## config.mk

```make
export PLATFORM = sky130hd
export DESIGN_NAME = first_fit_block_allocator_core
export DESIGN_NICKNAME = d
export VERILOG_FILES = /design/src/hdl/ffba_pkg.sv /design/src/hdl/first_fit_block_allocator_core.sv /design/src/hdl/ffba_div.sv
export SDC_FILE = /design/constraint.sdc
export NUM_CORES = 1
export LEC_CHECK = 0
export BUFFER_PORTS_ARGS = -buffer_cell sky130_fd_sc_hd__buf_2
export CAP_MARGIN = 5
export CORE_ASPECT_RATIO = 0.5
export CORE_UTILIZATION = 35
export CTS_BUF_LIST = sky130_fd_sc_hd__clkbuf_4 sky130_fd_sc_hd__clkbuf_8
export CTS_CLUSTER_SIZE = 16
export DETAILED_ROUTE_END_ITERATION = 8
export GPL_TIMING_DRIVEN = 0
export PLACE_DENSITY = 0.53
export SETUP_SLACK_MARGIN = 0.3
export SYNTH_ARGS = -nofsm -noshare
export SYNTH_HDL_FRONTEND = slang
export SYNTH_SLANG_ARGS = --single-unit
```

## constraint.sdc

```tcl
create_clock -name clk -period 3.4 [get_ports clk]
set_clock_uncertainty 0.2 [all_clocks]
set_input_delay 0.34 -clock clk [delete_from_list [all_inputs] [get_ports clk]]
set_output_delay 0.34 -clock clk [all_outputs]
set_load 0.01 [all_outputs]
```

## src/hdl/ffba_pkg.sv

```systemverilog
// Shared types, sizes and helpers for the first-fit block allocator.
`default_nettype none

package ffba_pkg;

	localparam int DISK_BLOCKS = 1024;
	localparam int MAX_RUN     = 63;

	localparam int SIZE_W    = 32;
	localparam int HELD_W    = 11;
	localparam int BSZ_W     = 17;
	localparam int IDX_OUT_W = 10;

	localparam logic [BSZ_W-1:0] BLOCK_SIZE_RESET = BSZ_W'(512);

	localparam int WORD_BITS = 32;
	localparam int BIT_W     = $clog2(WORD_BITS);
	localparam int ROWS      = (DISK_BLOCKS + WORD_BITS - 1) / WORD_BITS;
	localparam int ROW_W     = (ROWS > 1) ? $clog2(ROWS) : 1;
	localparam int RUN_W     = $clog2(MAX_RUN + 1);

	localparam int DIV_STEPS = SIZE_W;
	localparam int DIV_CNT_W = $clog2(DIV_STEPS);

	typedef enum logic [1:0] {
		STS_OK    = 2'd0,
		STS_FULL  = 2'd1,
		STS_NONE  = 2'd2,
		STS_TRUNC = 2'd3
	} status_t;

	typedef struct packed {
		logic [SIZE_W-1:0] file_size;
		logic [HELD_W-1:0] blocks_held;
	} in_item_t;

	typedef struct packed {
		logic [IDX_OUT_W-1:0] block_index;
		logic                 block_valid;
		status_t              status;
		logic                 last;
	} out_item_t;

	// Reset contents of one map row: a bit is free when its block exists.
	function automatic logic [WORD_BITS-1:0] row_init(input logic [ROW_W-1:0] row);
		logic [WORD_BITS-1:0] init;
		int base;
		base = int'(row) * WORD_BITS;
		for (int b = 0; b < WORD_BITS; b++) begin
			init[b] = (base + b) < DISK_BLOCKS;
		end
		return init;
	endfunction

endpackage

`default_nettype wire

```

## src/hdl/first_fit_block_allocator_core.sv

```systemverilog
// First-fit block allocator: free map in a word-wide RAM, one block per result.
// Flow: the divider works out the need after the accepting edge; then each map row visited
// is read, loaded, scanned one claimed block at a time while the output register is free,
// until the row is empty or the need is met, and written back; a status result then
// closes the request. Throughput: one request at a time.
// Reset: async, active low; a clearing pass over all ROWS (32) rows then fills the map.
`default_nettype none

module first_fit_block_allocator_core (
	input  wire logic                      clk,
	input  wire logic                      arst_n,
	input  wire logic                      cfg_we,
	input  wire logic [ffba_pkg::BSZ_W-1:0] cfg_wdata,
	input  wire logic                      in_valid,
	output logic                           in_stall,
	input  wire ffba_pkg::in_item_t        in_data,
	output logic                           out_valid,
	input  wire logic                      out_stall,
	output ffba_pkg::out_item_t            out_data
);

	typedef enum logic [2:0] {
		S_CLR,
		S_IDLE,
		S_DIV,
		S_RD,
		S_LD,
		S_SCAN,
		S_WB,
		S_STAT
	} state_t;

	state_t                          state_q;
	logic [ffba_pkg::BSZ_W-1:0]      block_size_q;
	logic [ffba_pkg::HELD_W-1:0]     held_q;
	logic [ffba_pkg::ROW_W-1:0]      row_q;
	logic [ffba_pkg::WORD_BITS-1:0]  word_q;
	logic [ffba_pkg::RUN_W-1:0]      run_q;
	logic [ffba_pkg::RUN_W-1:0]      want_q;
	logic                            trunc_q;
	ffba_pkg::status_t               stat_q;
	ffba_pkg::out_item_t             out_q;
	logic                            out_valid_q;

	// Free map: one bit per block, 1 = free, WORD_BITS blocks per row.
	logic [ffba_pkg::WORD_BITS-1:0] mem [ffba_pkg::ROWS];
	logic [ffba_pkg::WORD_BITS-1:0] rdata_s1;
	logic                           mem_we;
	logic                           mem_re;
	logic [ffba_pkg::WORD_BITS-1:0] mem_wdata;

	logic                         div_start;
	logic                         div_done;
	logic [ffba_pkg::SIZE_W-1:0]  div_quo;
	logic [ffba_pkg::BSZ_W-1:0]   divisor;

	logic                         in_xfer;
	logic                         slot_free;
	logic                         emit;
	logic                         row_last;
	logic [ffba_pkg::BIT_W-1:0]   low_bit;
	logic [ffba_pkg::ROW_W+ffba_pkg::BIT_W-1:0] idx_full;
	logic [ffba_pkg::SIZE_W-1:0]  held_ext;
	logic [ffba_pkg::SIZE_W-1:0]  need;
	logic                         need_none;
	logic                         need_trunc;

	// Lowest free bit of the working row.
	function automatic logic [ffba_pkg::BIT_W-1:0] lowest_set(
		input logic [ffba_pkg::WORD_BITS-1:0] w
	);
		logic [ffba_pkg::BIT_W-1:0] pos;
		pos = '0;
		for (int b = ffba_pkg::WORD_BITS - 1; b >= 0; b--) begin
			if (w[b]) begin
				pos = ffba_pkg::BIT_W'(b);
			end
		end
		return pos;
	endfunction

	// Accept a request only from idle; the block handles one request at a time.
	assign in_stall  = (state_q != S_IDLE);
	assign in_xfer   = in_valid && !in_stall;
	assign div_start = in_xfer;
	// A block size of zero divides as one.
	assign divisor   = (block_size_q == '0) ? ffba_pkg::BSZ_W'(1) : block_size_q;

	ffba_div u_div (
		.clk      (clk),
		.arst_n   (arst_n),
		.start    (div_start),
		.dividend (in_data.file_size),
		.divisor  (divisor),
		.done     (div_done),
		.quotient (div_quo)
	);

	// The output register is free when empty or when its result transfers now.
	assign slot_free = !out_valid_q || !out_stall;
	// A block claim or the closing status loads the output register.
	assign emit      = slot_free &&
	                   (((state_q == S_SCAN) && (word_q != '0)) || (state_q == S_STAT));
	assign row_last  = (row_q == ffba_pkg::ROW_W'(ffba_pkg::ROWS - 1));
	assign low_bit   = lowest_set(word_q);
	assign idx_full  = {row_q, low_bit};

	assign held_ext   = {{(ffba_pkg::SIZE_W - ffba_pkg::HELD_W){1'b0}}, held_q};
	assign need_none  = (held_ext >= div_quo);
	assign need       = div_quo - held_ext;
	assign need_trunc = (need > ffba_pkg::SIZE_W'(ffba_pkg::MAX_RUN));

	// Reads and writes never share a cycle: a row is read, edited in word_q,
	// then written back before the next row is read.
	assign mem_re    = (state_q == S_RD);
	assign mem_we    = (state_q == S_CLR) || (state_q == S_WB);
	assign mem_wdata = (state_q == S_CLR) ? ffba_pkg::row_init(row_q) : word_q;

	always_ff @(posedge clk) begin
		if (mem_we) begin
			mem[row_q] <= mem_wdata;
		end
		if (mem_re) begin
			rdata_s1 <= mem[row_q];
		end
	end

	always_ff @(posedge clk or negedge arst_n) begin
		if (!arst_n) begin
			block_size_q <= ffba_pkg::BLOCK_SIZE_RESET;
		end else if (cfg_we) begin
			block_size_q <= cfg_wdata;
		end
	end

	always_ff @(posedge clk or negedge arst_n) begin
		if (!arst_n) begin
			state_q     <= S_CLR;
			row_q       <= '0;
			run_q       <= '0;
			want_q      <= '0;
			trunc_q     <= 1'b0;
			stat_q      <= ffba_pkg::STS_OK;
			out_valid_q <= 1'b0;
		end else begin
			// Hold a new result when one is emitted; drop the held one once it transfers.
			if (emit) begin
				out_valid_q <= 1'b1;
			end else if (!out_stall) begin
				out_valid_q <= 1'b0;
			end
			case (state_q)
				S_CLR: begin
					if (row_last) begin
						row_q   <= '0;
						state_q <= S_IDLE;
					end else begin
						row_q <= row_q + 1'b1;
					end
				end
				S_IDLE: begin
					if (in_xfer) begin
						held_q  <= in_data.blocks_held;
						state_q <= S_DIV;
					end
				end
				S_DIV: begin
					if (div_done) begin
						if (need_none) begin
							stat_q  <= ffba_pkg::STS_NONE;
							state_q <= S_STAT;
						end else begin
							trunc_q <= need_trunc;
							want_q  <= need_trunc ? ffba_pkg::RUN_W'(ffba_pkg::MAX_RUN)
							                      : need[ffba_pkg::RUN_W-1:0];
							run_q   <= '0;
							row_q   <= '0;
							state_q <= S_RD;
						end
					end
				end
				S_RD: begin
					state_q <= S_LD;
				end
				S_LD: begin
					word_q  <= rdata_s1;
					state_q <= S_SCAN;
				end
				S_SCAN: begin
					if (word_q == '0) begin
						state_q <= S_WB;
					end else if (slot_free) begin
						// Claim the lowest free block of this row.
						out_q.block_index <= ffba_pkg::IDX_OUT_W'(idx_full);
						out_q.block_valid <= 1'b1;
						out_q.status      <= ffba_pkg::STS_OK;
						out_q.last        <= 1'b0;
						word_q            <= word_q & (word_q - 1'b1);
						run_q             <= run_q + 1'b1;
						if (ffba_pkg::RUN_W'(run_q + 1'b1) == want_q) begin
							state_q <= S_WB;
						end
					end
				end
				S_WB: begin
					if (run_q == want_q) begin
						stat_q  <= trunc_q ? ffba_pkg::STS_TRUNC : ffba_pkg::STS_OK;
						state_q <= S_STAT;
					end else if (row_last) begin
						stat_q  <= ffba_pkg::STS_FULL;
						state_q <= S_STAT;
					end else begin
						row_q   <= row_q + 1'b1;
						state_q <= S_RD;
					end
				end
				S_STAT: begin
					if (slot_free) begin
						out_q.block_index <= '0;
						out_q.block_valid <= 1'b0;
						out_q.status      <= stat_q;
						out_q.last        <= 1'b1;
						state_q           <= S_IDLE;
					end
				end
				default: begin
					state_q <= S_IDLE;
				end
			endcase
		end
	end

	assign out_valid = out_valid_q;
	assign out_data  = out_q;

`ifndef SYNTHESIS
	// A result is either a claimed block or the closing status, never both.
	assert property (@(posedge clk) disable iff (!arst_n)
		out_valid_q |-> (out_q.last != out_q.block_valid))
		else $error("result mixes block and status");

	// Block results carry status ok.
	assert property (@(posedge clk) disable iff (!arst_n)
		(out_valid_q && out_q.block_valid) |-> (out_q.status == ffba_pkg::STS_OK))
		else $error("block result with nonzero status");

	// The map RAM is never read and written in the same cycle.
	assert property (@(posedge clk) disable iff (!arst_n)
		!(mem_we && mem_re))
		else $error("map read and write collide");

	// The scan never claims past the capped need.
	assert property (@(posedge clk) disable iff (!arst_n)
		(state_q == S_SCAN) |-> (run_q < want_q))
		else $error("claim count overran its limit");

	// A new request is held off while one is in progress.
	assert property (@(posedge clk) disable iff (!arst_n)
		in_xfer |=> in_stall)
		else $error("request accepted while busy");
`endif

endmodule

`default_nettype wire

```

## src/hdl/ffba_div.sv

```systemverilog
// Radix-2 restoring divider: one quotient bit per cycle.
`default_nettype none

module ffba_div (
	input  wire logic                       clk,
	input  wire logic                       arst_n,
	input  wire logic                       start,
	input  wire logic [ffba_pkg::SIZE_W-1:0] dividend,
	input  wire logic [ffba_pkg::BSZ_W-1:0]  divisor,
	output logic                            done,
	output logic [ffba_pkg::SIZE_W-1:0]      quotient
);

	logic                           busy_q;
	logic                           done_q;
	logic [ffba_pkg::DIV_CNT_W-1:0] cnt_q;
	logic [ffba_pkg::SIZE_W-1:0]    quo_q;
	logic [ffba_pkg::BSZ_W-1:0]     rem_q;
	logic [ffba_pkg::BSZ_W-1:0]     dsr_q;

	logic [ffba_pkg::BSZ_W:0] shifted;
	logic [ffba_pkg::BSZ_W:0] diff;
	logic                     ge;

	// Remainder stays below the divisor, so the difference sign is the borrow.
	assign shifted = {rem_q, quo_q[ffba_pkg::SIZE_W-1]};
	assign diff    = shifted - {1'b0, dsr_q};
	assign ge      = ~diff[ffba_pkg::BSZ_W];

	always_ff @(posedge clk or negedge arst_n) begin
		if (!arst_n) begin
			busy_q <= 1'b0;
			done_q <= 1'b0;
			cnt_q  <= '0;
		end else begin
			done_q <= !start && busy_q &&
			          (cnt_q == ffba_pkg::DIV_CNT_W'(ffba_pkg::DIV_STEPS - 1));
			if (start) begin
				busy_q <= 1'b1;
				cnt_q  <= '0;
			end else if (busy_q) begin
				cnt_q <= cnt_q + 1'b1;
				if (cnt_q == ffba_pkg::DIV_CNT_W'(ffba_pkg::DIV_STEPS - 1)) begin
					busy_q <= 1'b0;
				end
			end
		end
	end

	always_ff @(posedge clk) begin
		if (start) begin
			quo_q <= dividend;
			rem_q <= '0;
			dsr_q <= divisor;
		end else if (busy_q) begin
			quo_q <= {quo_q[ffba_pkg::SIZE_W-2:0], ge};
			rem_q <= ge ? diff[ffba_pkg::BSZ_W-1:0] : shifted[ffba_pkg::BSZ_W-1:0];
		end
	end

	assign done     = done_q;
	assign quotient = quo_q;

endmodule

`default_nettype wire

```

==> run metrics <==
status=finished clean; vias per cell=5.53; dpl ws=-1540 ps; Die Ht=266 um; post-synth top area share=71.6%; Syn Area/Cell=18.6 um^2; Slew Limit Fails=0; Final Hold Fails=0; # rows=96; chip width=530 um; crit path launch=u_div.quotient[0]; Cell variety after synth=73; Fin Setup TNS=0 ps; clock latency on the worst-skew pair=900 ps; io pins=81; Initial Utilization=35.4%; CP Capture Type=register; Die Area=141000 um^2; setup ws final=44.9 ps; synthesis-to-finish area growth=21.7%; critical path class=reg2reg; Area contributors post-synth=edfxtp_1 72%, mux4_2 12%, dfrtp_1 2.4%; First-pass DRT Iterations=5; Root Driver=clkbuf_8; Total Routed Length=148 mm; CP max stage delay=510 ps; pin count of the biggest net entering global routing=53; maximum clock rate=298 MHz; Crit-path slowest cell=or4b_1; R2R Path Start=u_div.quotient[0]; total CTS buffers=181; Core Footprint=138000 um^2; IO Port Bufs=79; total track usage=21.1%; VDD IR max=0.462 mV; CP Cell Sequence=inv_2 > ha_4 > inv_2 > fa_2 > a21o_1 > a21oi_2 > o21bai_1 > a21oi_2 > xor2_1 > nand4_1 > a211o_1 > or4b_1 > buf_6 > o22a_1; Pwr Density=798 nW/um^2; CP arrival=3910 ps; period utilization=98.7%; YS warnings=0; vias in the first global route=28600; worst slew pin tran=1160 ps; Layout Cells excl Fill=5153; RSZ-0062 raised after global routing=true; number of enable flip-flop cells after synthesis=1162; Vias=28500; Initial DRC Count=3285; Worst Path Required=3960 ps; clk buf depth=3; worst hold start=in_data[35]; Wirelength per Cell=28.8 um; CTS clk-pin slew, worst paths=60 ps; final core utilization=43.1%; #FFs+latches synth=1227; worst hold path type=in2reg; first-pass GRT wire length=209 mm; Final min period=3360 ps; post-synth top area cell=edfxtp_1; worst rel slew slack=22.7%; CTS tree=yes; Inst Count DP=4618; most common cell after layout, fill and taps aside=edfxtp_1; MaxCap Viol Count=0; final RePlAce weighted congestion=0.817; gr ovfl total=0; Fin Hold WS=107 ps; Syn Nets=2719; ys async rst share=3.91%; CP Launch Type=register; fill count=12100; commonest cells after routing, fill and taps aside=1162 x edfxtp_1, 256 x mux4_2, 190 x nand2_1, 190 x clkbuf_8, 128 x dlygate4sd3_1; synthesized instance count=2616; nets=3245; hpwl dp=94.2 mm; clock tree sinks=1227; H-Tree Level Count=4; Max FO, Critical Path=7; final setup vio count=0; Mapped Area=48800 um^2; Pleak=19.6 nW; layout cells sized above 1=30.3%; main flop type after synthesis=edfxtp_1; share of the yosys chip area belonging to registers=74.7%; number of nets with antenna violations after routing=0; DR DRC count=0; initial antenna violation count=1
==> power breakdown <==
group | switching (W) | internal (W)
logic | 0.00949 | 0.00576
registers | 0.000712 | 0.0195
clock network | 0.00585 | 0.00601
==> what timing repair did <==
item                                   4_1_cts  5_1_grt
cloned                                       1        1
hold buffers                               127        1
setup buffers                               49       24
pin swaps                                   30       32
endpoints found under the hold margin      112       47
setup endpoints to repair                 1193      591
resized for setup                          175       82
==> cells in the mapped netlist (all sizes together), types with 29 or more instances <==
master,count
a21oi,43
a22oi,128
buf,29
clkbuf,116
dfrtp,47
edfxtp,1162
ha,36
inv,55
mux4,256
nand2,196
nand3,30
nand4,42
nor2,89
o21ai,70
or2,34
==> through the flow <==
| step | instance area [um^2] | power (W) |
|---|---|---|
| 2_1_floorplan | 48900 | 0.0292 |
| 3_3_place_gp | 51600 | 0.0341 |
| 3_5_place_dp | 53000 | 0.0347 |
| 4_1_cts | 58900 | 0.0470 |
| 5_1_grt | 59300 | 0.0493 |
| 6_report | 59300 | 0.0473 |
==> final cells by class <==
type,count,area (um^2),share of cell area [%]
antenna,4,10.0,0.0169
buffer,145,763,1.29
clock buffer,259,3120,5.26
clock inverter,69,398,0.671
inverter,56,211,0.356
multi-input combinational,1189,12200,20.6
sequential,1227,36400,61.4
tap,1862,2330,3.93
timing repair buffer,342,3850,6.48
==> flip-flops by register name (all words and copies together), names as in the netlist, 5 cells and up <==
signal	cells
run_q	6
u_div.quotient	32
u_div.cnt_q	5
word_q	32
u_div.dsr_q	17
mem	1024
u_div.rem_q	17
want_q	6
block_size_q	17
out_data	14
held_q	11
row_q	5
rdata_s1	32
==> metal layers <==
| metal | GRT usage [%] | vias up | part of all wire (%) |
|---|---|---|---|
| met4 | 6.45 | 0 | 2.4 |
| met1 | 30.6 | 15200 | 44 |
| met5 | 0 | - | 0 |
| met3 | 5.10 | 218 | 9.9 |
| met2 | 31.4 | 1352 | 44 |
| li1 | - | 11700 | - |
==> worst paths after layout <==
check                                     endpoint  slack [ps]  depth (start not counted)
worst min register to register           word_q[6]         300                          2
worst max-delay path                     want_q[1]          40                         14
max in group asynchronous                 run_q[5]        1960                          3
min in group asynchronous          block_size_q[2]         480                          3
worst min-delay path            u_div.quotient[24]         110                          4
worst max register to register           want_q[1]          40                         14
==> cells by family (layout without fill, tap and decap cells) <==
kind of cell	Yosys count	count (layout)	share of synthesized area, %
and+or+nand+nor	497	498	4.88
AOI/OAI and AO/OA	328	328	4.60
xor gates and xnor gates	28	28	0.503
DFF	1227	1227	74.7
muxes	297	297	12.7
adders and majority gates	38	38	1.01
buffers and inverters	201	871	1.56
other	0	4	0
==> critical path: cells and delay by family (launching register included) <==
kind / cells / cell delay, ps
adders and majority gates: 2 / 500
AOI/OAI and AO/OA: 6 / 1050
xor gates and xnor gates: 1 / 190
DFF: 1 / 370
buffers and inverters: 3 / 310
and+or+nand+nor: 2 / 620
No activity file was read; power rests on OpenSTA's default activity.
